<file path="src/hdl/far_pkg.sv">
// ----------------------------------------------------------------------------
// far_pkg: shared types and constants for the fraction arithmetic reducer
// Command codes, status codes, payload structs and controller command bundle.
// ----------------------------------------------------------------------------
package far_pkg;

    localparam int OPERAND_WIDTH = 32;
    localparam int RES_W         = 64;
    localparam int CNT_W         = $clog2(RES_W + 1);

    localparam logic [1:0] CMD_ADD = 2'd0;
    localparam logic [1:0] CMD_SUB = 2'd1;
    localparam logic [1:0] CMD_MUL = 2'd2;
    localparam logic [1:0] CMD_DIV = 2'd3;

    localparam logic [1:0] ST_OK       = 2'd0;
    localparam logic [1:0] ST_ZERO_DEN = 2'd1;
    localparam logic [1:0] ST_DIV_ZERO = 2'd2;

    typedef struct packed {
        logic [1:0]         command;
        logic signed [31:0] a_numerator;
        logic signed [31:0] a_denominator;
        logic signed [31:0] b_numerator;
        logic signed [31:0] b_denominator;
    } t_in_word;

    typedef struct packed {
        logic signed [63:0] result_numerator;
        logic signed [63:0] result_denominator;
        logic [1:0]         status;
    } t_out_word;

    // controller -> datapath
    typedef struct packed {
        logic load;      // capture inputs, check errors, form operands
        logic mul;       // products registered
        logic combine;   // form raw n, d
        logic div_start; // start a divide with current dividend/divisor
        logic div_step;  // one restoring divide step
        logic euc_next;  // x <= y, y <= remainder; seeds x = |n|, y = |d| when both are zero
        logic red_n;     // start |n| / g
        logic red_d;     // take quotient of n, start |d| / g
        logic fin;       // take quotient of d, build result
    } t_dp_cmd;

    // datapath -> controller
    typedef struct packed {
        logic err;       // error found at load
        logic n_zero;    // raw numerator zero
        logic y_zero;    // euclid divisor is zero
        logic div_done;  // divide finished
    } t_dp_sts;

endpackage

</file>
<file path="src/hdl/far_ctrl.sv">
// ----------------------------------------------------------------------------
// far_ctrl: sequencer for the fraction reducer
// Steps load, multiply, combine, the Euclid loop and two reduce divides.
// ----------------------------------------------------------------------------
module far_ctrl (
    input  logic             i_clk,
    input  logic             i_rst_n,
    input  logic             i_start,
    input  far_pkg::t_dp_sts i_sts,
    output far_pkg::t_dp_cmd o_cmd,
    output logic             o_busy,
    output logic             o_done
);
    typedef enum logic [9:0] {
        S_IDLE  = 10'b0000000001,
        S_CHECK = 10'b0000000010,
        S_COMB  = 10'b0000000100,
        S_SEED  = 10'b0000001000,
        S_TEST  = 10'b0000010000,
        S_EDIV  = 10'b0000100000,
        S_RN    = 10'b0001000000,
        S_RD    = 10'b0010000000,
        S_FIN   = 10'b0100000000,
        S_OUT   = 10'b1000000000
    } t_state;

    t_state r_state, n_state;
    logic   r_done;

    always_comb begin
        n_state = r_state;
        o_cmd   = '0;
        case (r_state)
            S_IDLE: begin
                o_cmd.load = i_start;
                if (i_start) n_state = S_CHECK;
            end
            S_CHECK: begin
                o_cmd.mul = 1'b1;
                n_state   = i_sts.err ? S_FIN : S_COMB;
            end
            S_COMB: begin
                o_cmd.combine = 1'b1;
                n_state       = S_SEED;
            end
            S_SEED: begin
                if (i_sts.n_zero) begin
                    n_state = S_FIN;
                end else begin
                    o_cmd.euc_next = 1'b1;
                    n_state        = S_TEST;
                end
            end
            S_TEST: begin
                if (i_sts.y_zero) begin
                    // gcd in x: start |n| / g
                    o_cmd.red_n     = 1'b1;
                    o_cmd.div_start = 1'b1;
                    n_state         = S_RN;
                end else begin
                    o_cmd.div_start = 1'b1;
                    n_state         = S_EDIV;
                end
            end
            S_EDIV: begin
                if (i_sts.div_done) begin
                    o_cmd.euc_next = 1'b1;
                    n_state        = S_TEST;
                end else begin
                    o_cmd.div_step = 1'b1;
                end
            end
            S_RN: begin
                if (i_sts.div_done) begin
                    o_cmd.red_d     = 1'b1;
                    o_cmd.div_start = 1'b1;
                    n_state         = S_RD;
                end else begin
                    o_cmd.div_step = 1'b1;
                end
            end
            S_RD: begin
                if (i_sts.div_done) n_state = S_FIN;
                else o_cmd.div_step = 1'b1;
            end
            S_FIN: begin
                o_cmd.fin = 1'b1;
                n_state   = S_OUT;
            end
            S_OUT: n_state = S_IDLE;
            default: n_state = S_IDLE;
        endcase
    end

    always_ff @(posedge i_clk) begin
        if (!i_rst_n) begin
            r_state <= S_IDLE;
            r_done  <= 1'b0;
        end else begin
            r_state <= n_state;
            r_done  <= (r_state == S_FIN);
        end
    end

    assign o_busy = (r_state != S_IDLE);
    assign o_done = r_done;

    a_onehot: assert property (@(posedge i_clk) disable iff (!i_rst_n)
        $onehot(r_state)) else $error("state not one-hot");
    a_done_once: assert property (@(posedge i_clk) disable iff (!i_rst_n)
        o_done |=> !o_done) else $error("done held two cycles");
    a_start: assert property (@(posedge i_clk) disable iff (!i_rst_n)
        (r_state == S_IDLE && i_start) |=> o_busy) else $error("start lost");
    a_err: assert property (@(posedge i_clk) disable iff (!i_rst_n)
        (r_state == S_CHECK && i_sts.err) |=> r_state == S_FIN)
        else $error("error not short-cut");
endmodule

</file>
<file path="config.mk">
export PLATFORM = sky130hd
export DESIGN_NAME = far_ctrl
export DESIGN_NICKNAME = d
export VERILOG_FILES = /design/src/hdl/far_pkg.sv /design/src/hdl/far_ctrl.sv
export SDC_FILE = /design/constraint.sdc
export NUM_CORES = 1
export LEC_CHECK = 0
export BUFFER_PORTS_ARGS = -buffer_cell sky130_fd_sc_hd__buf_2
export CAP_MARGIN = 20
export CORE_UTILIZATION = 50
export CTS_BUF_LIST = sky130_fd_sc_hd__clkbuf_2
export CTS_CLUSTER_SIZE = 12
export DETAILED_ROUTE_END_ITERATION = 12
export GPL_ROUTABILITY_DRIVEN = 0
export GPL_TIMING_DRIVEN = 0
export HOLD_SLACK_MARGIN = 0.02
export PLACE_DENSITY_LB_ADDON = 0.12
export SLEW_MARGIN = 20
export SYNTH_ARGS = -nofsm -noshare
export SYNTH_HDL_FRONTEND = slang
export SYNTH_SLANG_ARGS = --single-unit
</file>
<file path="constraint.sdc">
create_clock -name i_clk -period 2.35 [get_ports i_clk]
set_clock_uncertainty 0.05 [all_clocks]
set_input_delay 0.47 -clock i_clk [delete_from_list [all_inputs] [get_ports i_clk]]
set_output_delay 0.47 -clock i_clk [all_outputs]
set_load 0.005 [all_outputs]
</file>
==> qor.yml, run 1 <==
ys_warn_count: 0
cts_sinks: 11
track_usage: 0.329
antenna_found_initial: 0
setup_viol: 3
p_switching_uw: 125
start_util: 0.567
vias: 739
synthDistinctLibCells: 35
insertion_delay_ns: 0.28
max_freq_ghz: 0.405
fin_crit_sh: 1.05
ant_nets: 0
rsz0062_at_grt: "yes"
n_antenna_cell: 0
power_leakage_nw: 0.442
cp-end-kind: "output pin"
worstMarginPinSlew_ns: 0.430
rows: 12
synth_top_area_frac: 0.331
worstPathRequired_ns: 1.83
die_y_um: 38.5
swShare: 0.319
hold_end: "r_state[5]"
syn_area_per_cell_um2: 8.30
htree_levels: 1
multi_input_area_um2: 458
drtIter0Drc: 51
report.final.slew_viol_count: 0
period_needed_ns: 2.47
portBuffers: 17
synth_area_leader_cell: "dfxtp_1"
syn_area_um2: 664
drive_gt1_frac: 0.411
ys_seq_area_frac: 0.331
cellPowerDensity_mw_per_mm2: 438
finalWorstSetupSlack_ns: -0.119
seqPwrFrac: 0.513
yosys-top-cells-area: "dfxtp_1 33%, and4b_1 6.0%, inv_1 4.5%, nor4b_4 3.6%, nor2_1 3.4%"
critPathLaunchType: "flop"
slew_headroom: 0.712
p_clk_frac: 0.309
syn_inst: 80
irDropWorstVdd_mv: 0.360
crit_chain: "or4_4, nor4b_4, and2_4, or2_1, buf_2"
remaining_drc_errors: 0
drt_pass1_iterations: 4
grt_start_max_net_pins: 11
placed_area_um2: 767
r2r_setup_slack_ns: 0.38
overflow: 0
hp-class: "input port to flop"
internal_power_uw: 266
r2r_start: "r_state[2]"
nets: 115
regArea_um2: 226
wire_per_inst_um: 17.6
synth_seq_cells: 11
violations: "setup timing"
clockBufferDepth: 2
dieArea_mm2: 0.00148
grt_pass1_wl_um: 3280
cap_violations: 0
cts-root-buf: "clkbuf_2"
regToRegEndpoint: "r_state[5]"
area_growth_pct: 34.1
worst_path_largest_cell_delay_ns: 0.54
async_reset_ff_frac: 0
cts_hold_buf: 0
routed_via_density: 6.11
min_path_cells: 2
drt-total-wl_um: 2130
status: "finished with violations"
core_mm2: 0.00117
synth-main-ff-cell: "dfxtp_1"
cts_tree: "built"
r2r_cells: 7
holdWs_ns: 0.375
die_x_um: 38.5
grt_pass1_vias: 679
hold_viol: 0
pwr-share-comb: 0.178
fin_cells: 121
cp_max_fo: 3
cp_slowest_cell: "or4_4"
hold_start: "i_sts[1]"
synth_edf_count: 0
hpwlAfterDp_um: 1340
clk_pin_slew_ns: 0.13
ios: 18
cts_buffers: 3
setup_tns_ns: -0.231
fillers: 91
worstSetupPathType: "flop to output pin"
worstPathArrival_ns: 1.95
synthesis.nets: 87
dp_cells: 111
final_area_um2: 891
what timing repair did:
action | 4_1_cts | 5_1_grt
setup buffers | 3 | 3
resized for setup | 8 | 6
setup endpoints to repair | 6 | 9
hold endpoints to repair | 0 | 0
pin swaps | 3 | 3
how the worst max path moves through the flow:
stage / start / endpoint / slack, ns / cells after the start
4_1_cts: r_state[5] / o_cmd[5] / -0.09 / 5
5_1_grt: r_state[5] / o_cmd[3] / -0.18 / 5
2_1_floorplan: r_state[5] / o_cmd[5] / 0.41 / 4
6_report: r_state[5] / o_cmd[5] / -0.12 / 5
3_3_place_gp: r_state[3] / o_cmd[5] / 0.19 / 5
3_5_place_dp: r_state[3] / o_cmd[5] / 0.05 / 5
synthesized netlist by cell type (2+ instances only):
| library cell | instances |
|---|---|
| and4_1 | 2 |
| nand3_1 | 4 |
| and4b_1 | 4 |
| and2_1 | 3 |
| xor2_1 | 2 |
| nor2b_1 | 2 |
| inv_1 | 8 |
| nor3_1 | 3 |
| and3_1 | 2 |
| o21ai_1 | 3 |
| dfxtp_1 | 11 |
| nor4_1 | 2 |
| nor2_1 | 6 |
| o21ai_0 | 3 |
| nand2_1 | 4 |
| o22ai_1 | 2 |
cells by family (layout without fill, tap and decap cells):
kind of cell / count (synthesis) / after routing / synth area share
XOR/XNOR: 2 / 2 / 0.0264
AND/OR/NAND/NOR: 43 / 43 / 0.439
buffers and inverters: 10 / 37 / 0.0584
AO/OA/AOI/OAI: 14 / 14 / 0.145
flip-flops: 11 / 11 / 0.331
layout make-up:
cell class,count,share of cell area
Buffer,2,0.00983
Clock buffer,4,0.0225
Inverter,8,0.0337
Multi-Input combinational cell,59,0.514
Sequential cell,11,0.254
Tap cell,14,0.0197
Timing Repair Buffer,23,0.146
critical path: cells and delay by family, from the launching register on:
family / cells / cell delay [ns]
buf+inv: 1 / 0.11
simple gates: 4 / 1.17
flops: 1 / 0.38
cells in the final DEF, fill, tap and decap left out, types with 3 or more instances in the layout:
master    synthesis  layout
dfxtp_1          11       8
clkbuf_2          0       4
buf_4             0       6
o21ai_1           3       3
o21ai_0           3       3
nand3_1           4       3
buf_2             1      18
nor2_1            6       4
inv_1             8       8
nand2_1           4       4
and4b_1           4       4
power groups by stage:
stage | clock network [mW] | registers (mW) | logic (mW)
floorplan | 0 | 0.201 | 0.0407
global route | 0.129 | 0.201 | 0.0749
CTS | 0.121 | 0.198 | 0.0621
detailed placement | 0 | 0.203 | 0.0614
finish | 0.120 | 0.200 | 0.0696
global placement | 0 | 0.203 | 0.0598
sequential cells by signal (all words and copies together), names as in the netlist:
register  count
r_state      10
o_done        1
per-layer routing:
layer,share of wire,routed length (um),GRT usage,up-vias
met5,0,0,0,-
met4,0.038,80,0.129,0
met3,0.061,129,0.0349,10
met2,0.49,1040,0.559,41
met1,0.41,872,0.423,339
li1,-,-,-,349
through the flow:
stage	worst slack, ns	util	power [mW]
6_report	-0.119	0.761	0.390
3_3_place_gp	0.188	0.655	0.263
2_1_floorplan	0.407	-	0.242
4_1_cts	-0.0923	0.710	0.381
3_5_place_dp	0.0461	0.655	0.265
5_1_grt	-0.184	0.761	0.405
Note: power is estimated with default switching activity, not from simulation.
==> inputs of run 2 (changes only) <==
Settings changed: MAX_ROUTING_LAYER set to met4.
==> run 2 against run 1 <==
Net effect:
- critical path depth stayed put
- via count is 3.0% higher
- the flow still finishes with violations (setup timing)
- maximum frequency is 0.40% higher
- die area stayed put
- sequential power hardly changed
==> qor.yml, run 2 (synthesized netlist as in run 1, its figures left out) <==
grt_start_max_net_pins: 11
track_usage: 0.337
die_y_um: 38.5
start_util: 0.567
worstMarginPinSlew_ns: 0.426
cellPowerDensity_mw_per_mm2: 435
crit_family: "simple AND/OR/NAND/NOR gates"
remaining_drc_errors: 0
die_x_um: 38.5
regToRegEndpoint: "r_state[5]"
fin_crit_sh: 1.05
period_needed_ns: 2.46
report.final.slew_viol_count: 0
hold_start: "i_sts[1]"
hold_viol: 0
setup_tns_ns: -0.210
largest_reg_flops: 10
fin_cells: 121
final_common_cell: "buf_2"
worst_path_largest_cell_delay_ns: 0.54
max_freq_ghz: 0.407
wire_per_inst_um: 17.7
ios: 18
maxUsedRoutingLayer: "met4"
crit_buf_inv: 1
dp_cells: 111
power_leakage_nw: 0.442
crit_chain: "or4_4, nor4b_4, and2_4, or2_1, buf_2"
rsz0062_at_grt: "yes"
route.met2.wl_um: 1050
critPathLaunchType: "flop"
cp-end-kind: "output pin"
status: "finished with violations"
hpwlAfterDp_um: 1340
drtIter0Drc: 54
cp_slowest_cell: "or4_4"
insertion_delay_ns: 0.28
drive_gt1_frac: 0.411
wirelength_met1_um: 871
portBuffers: 17
nets: 115
hp-class: "input port to flop"
area_growth_pct: 34.1
htree_levels: 1
cts_buffers: 3
layout_common_cells: "18 x buf_2, 8 x inv_1, 8 x dfxtp_1"
cp_max_fo: 3
setup_viol: 2
n_antenna_cell: 0
r2r_cells: 7
worstSetupPathType: "flop to output pin"
irDropWorstVdd_mv: 0.358
violations: "setup timing"
slew_headroom: 0.714
worstPathArrival_ns: 1.94
cap_violations: 0
antenna_found_initial: 0
hold_end: "r_state[5]"
clk_pin_slew_ns: 0.12
cts_tree: "built"
vias: 761
max_flop_register: "r_state"
overflow: 0
core_mm2: 0.00117
worstPathRequired_ns: 1.83
rows: 12
grt_pass1_wl_um: 3290
grt_pass1_vias: 682
routed_via_density: 6.29
clockBufferDepth: 2
r2r_start: "r_state[2]"
min_path_cells: 2
finalWorstSetupSlack_ns: -0.109
drt-total-wl_um: 2140
cts-root-buf: "clkbuf_2"
dr_wl_met3_um: 147
r2r_setup_slack_ns: 0.39
cts_sinks: 11
ant_nets: 0
drt_pass1_iterations: 4
dieArea_mm2: 0.00148
==> run 2: report_power, final <==
part           internal [mW]  leakage (nW)  total [mW]  switching [mW]
clock                 0.0451        0.0166       0.118          0.0728
combinational         0.0313         0.334      0.0695          0.0382
sequential             0.189        0.0909       0.200          0.0112
total                  0.266         0.442       0.388           0.122
==> run 2: cell type report <==
cell class | instances | area (um^2)
Buffer | 2 | 8.76
Clock buffer | 4 | 20.0
Fill cell | 91 | 280
Inverter | 8 | 30.0
Multi-Input combinational cell | 59 | 458
Sequential cell | 11 | 226
Tap cell | 14 | 17.5
Timing Repair Buffer | 23 | 130
==> run 2: repair_timing <==
item,in CTS,in global routing
resized for setup,8,6
endpoints found under the hold margin,0,0
pin swaps,3,3
hold buffers,0,0
endpoints found under the setup margin,6,9
setup buffers,3,3
==> run 2: how the worst max path moves through the flow <==
stage / end / depth (start not counted) / slack, ns / start
finish: o_cmd[5] / 5 / -0.11 / r_state[5]
global route: o_cmd[3] / 5 / -0.18 / r_state[5]
CTS: o_cmd[5] / 5 / -0.09 / r_state[5]
detailed placement: o_cmd[5] / 5 / 0.05 / r_state[3]
global placement: o_cmd[5] / 5 / 0.19 / r_state[3]
floorplan: o_cmd[5] / 4 / 0.41 / r_state[5]
==> run 2: stage by stage <==
step / worst slack (ns) / power, mW / hold slack (ns) / area [um^2] / utilization
after floorplan: 0.407 / 0.242 / 0.469 / 664 / -
after global placement: 0.188 / 0.263 / 0.505 / 767 / 0.655
after detailed placement: 0.0461 / 0.265 / 0.520 / 767 / 0.655
after CTS: -0.0923 / 0.381 / 0.324 / 832 / 0.710
after global routing: -0.178 / 0.404 / 0.380 / 891 / 0.761
final: -0.109 / 0.388 / 0.383 / 891 / 0.761
==> run 2: layer usage <==
metal | vias up | GRT usage
met1 | 349 | 0.430
li1 | 351 | -
met3 | 8 | 0.0349
met4 | 0 | 0.129
met5 | - | -
met2 | 53 | 0.551
==> inputs of run 3 (changes only) <==
Settings changed: BUFFER_PORTS_ARGS -buffer_cell sky130_fd_sc_hd__buf_2 to -buffer_cell sky130_fd_sc_hd__buf_4.
==> run 3 against run 2 <==
Net effect:
- the flow still finishes with violations (setup timing)
- total power increased by 0.47%
- sequential power about the same
- maximum frequency increased by 2.0%
- wire length decreased by 4.9%
- first-iteration DRC count decreased by 5.6%
- flip-flop and latch count unchanged
- combinational power increased by 6.3%
- sequential share of layout area decreased by 1.1 points
- critical endpoint is now o_cmd[3]
- largest power group unchanged
==> qor.yml, run 3 (synthesized netlist as in run 1, its figures left out) <==
cts_tree: "built"
die_y_um: 38.5
cp_slowest_cell: "or4_4"
routed_via_density: 6.36
report.final.slew_viol_count: 0
hp-class: "input port to flop"
ant_nets: 0
grt_pass1_vias: 678
period_needed_ns: 2.41
hold_start: "i_sts[1]"
hold_end: "r_state[5]"
cts_sinks: 11
grt_start_max_net_pins: 11
status: "finished with violations"
drt-total-wl_um: 2040
rows: 12
overflow: 0
layout_common_cells: "23 x buf_4, 9 x dfxtp_1, 8 x inv_1"
die_x_um: 38.5
fillers: 85
r2r_setup_slack_ns: 0.43
ios: 18
worst_path_largest_cell_delay_ns: 0.53
remaining_drc_errors: 0
worstPathRequired_ns: 1.83
htree_levels: 1
rsz0062_at_grt: "yes"
cp-end-kind: "output pin"
power_leakage_nw: 0.446
worstPathArrival_ns: 1.89
p_switching_uw: 119
start_util: 0.567
largest_reg_flops: 10
placed_area_um2: 810
cts_buffers: 3
core_mm2: 0.00117
min_path_cells: 2
final_common_cell: "buf_4"
finalWorstSetupSlack_ns: -0.0613
n_antenna_cell: 0
r2r_cells: 6
cts_hold_buf: 0
slew_headroom: 0.715
p_clk_frac: 0.295
drt_pass1_iterations: 4
hpwlAfterDp_um: 1280
clk_pin_slew_ns: 0.12
clockBufferDepth: 2
hold_viol: 0
dieArea_mm2: 0.00148
seqPwrFrac: 0.515
grt_pass1_wl_um: 3060
crit_buf_inv: 1
internal_power_uw: 271
fin_crit_sh: 1.03
wire_per_inst_um: 16.8
drtIter0Drc: 51
nets: 115
antenna_found_initial: 0
critPathLaunchType: "flop"
p_total_uw: 390
worstSetupPathType: "flop to output pin"
cp_max_fo: 5
max_flop_register: "r_state"
vias: 769
regToRegEndpoint: "r_state[8]"
drive_gt1_frac: 0.383
max_freq_ghz: 0.415
crit_chain: "or4_4, nor4b_4, nand2_2, o22ai_2, buf_4"
pwr-share-comb: 0.190
worstMarginPinSlew_ns: 0.423
insertion_delay_ns: 0.26
setup_viol: 2
crit_family: "simple AND/OR/NAND/NOR gates"
violations: "setup timing"
cap_violations: 0
track_usage: 0.316
cts-root-buf: "clkbuf_2"
irDropWorstVdd_mv: 0.294
cellPowerDensity_mw_per_mm2: 421
area_growth_pct: 39.2
swShare: 0.305
final_area_um2: 925
r2r_start: "r_state[6]"
portBuffers: 17
[run 3: cell types whose count changed in the layout (fill, tap and decap cells not counted)]
cell,delta
buf_4,+17
dfxtp_2,-1
nor2_2,-1
dfxtp_1,+1
nor3b_2,-1
nor2_1,+1
nor3b_1,+1
buf_2,-17
[run 3: power by group through the flow]
stage | combinational, mW | sequential [mW] | clock, mW
2_1_floorplan | 0.0407 | 0.201 | 0
3_3_place_gp | 0.0658 | 0.203 | 0
3_5_place_dp | 0.0674 | 0.204 | 0
4_1_cts | 0.0686 | 0.198 | 0.112
5_1_grt | 0.0791 | 0.201 | 0.122
6_report | 0.0739 | 0.201 | 0.115
[run 3: worst max path at each step]
| stage | startpoint | endpoint | slack [ns] | cells after the start |
|---|---|---|---|---|
| floorplan | r_state[5] | o_cmd[5] | 0.41 | 4 |
| CTS | r_state[6] | o_cmd[5] | 0.0005 | 5 |
| global placement | r_state[3] | o_cmd[5] | 0.16 | 5 |
| detailed placement | r_state[3] | o_cmd[5] | 0.05 | 5 |
| finish | r_state[6] | o_cmd[3] | -0.06 | 5 |
| global route | r_state[5] | o_cmd[3] | -0.1 | 5 |
[run 3: repair_timing]
action                                  in CTS  in global routing
hold endpoints to repair                     0                  0
endpoints found under the setup margin       6                  9
gates resized for setup                      7                  4
cloned                                       0                  0
pin swaps                                    0                  3
setup buffers                                4                  2
[run 3: metal layers]
layer | vias up | routed length (um) | GRT usage
met1 | 364 | 894 | 0.371
met5 | - | 0 | -
met3 | 11 | 96 | 0.0523
met2 | 43 | 972 | 0.513
li1 | 351 | - | -
met4 | 0 | 73 | 0.172
[run 3: area by class of cell]
class / count / area [um^2] / share of cell area
multi-input combinational: 59 / 450 / 0.487
sequential: 11 / 225 / 0.244
timing repair buffer: 23 / 173 / 0.187
inverter: 8 / 30.0 / 0.0325
clock buffer: 4 / 20.0 / 0.0217
tap: 14 / 17.5 / 0.0189
buffer: 2 / 8.76 / 0.00947
[run 3: per-stage QoR]
stage | setup WS [ns] | hold WS [ns] | cells | utilization | TNS [ns]
6_report | -0.0613 | 0.333 | 121 | 0.790 | -0.100
3_3_place_gp | 0.159 | 0.506 | 111 | 0.691 | 0
3_5_place_dp | 0.0461 | 0.509 | 111 | 0.691 | 0
4_1_cts | 0.000462 | 0.341 | 119 | 0.757 | 0
2_1_floorplan | 0.407 | 0.469 | 80 | - | 0
5_1_grt | -0.100 | 0.339 | 121 | 0.790 | -0.237
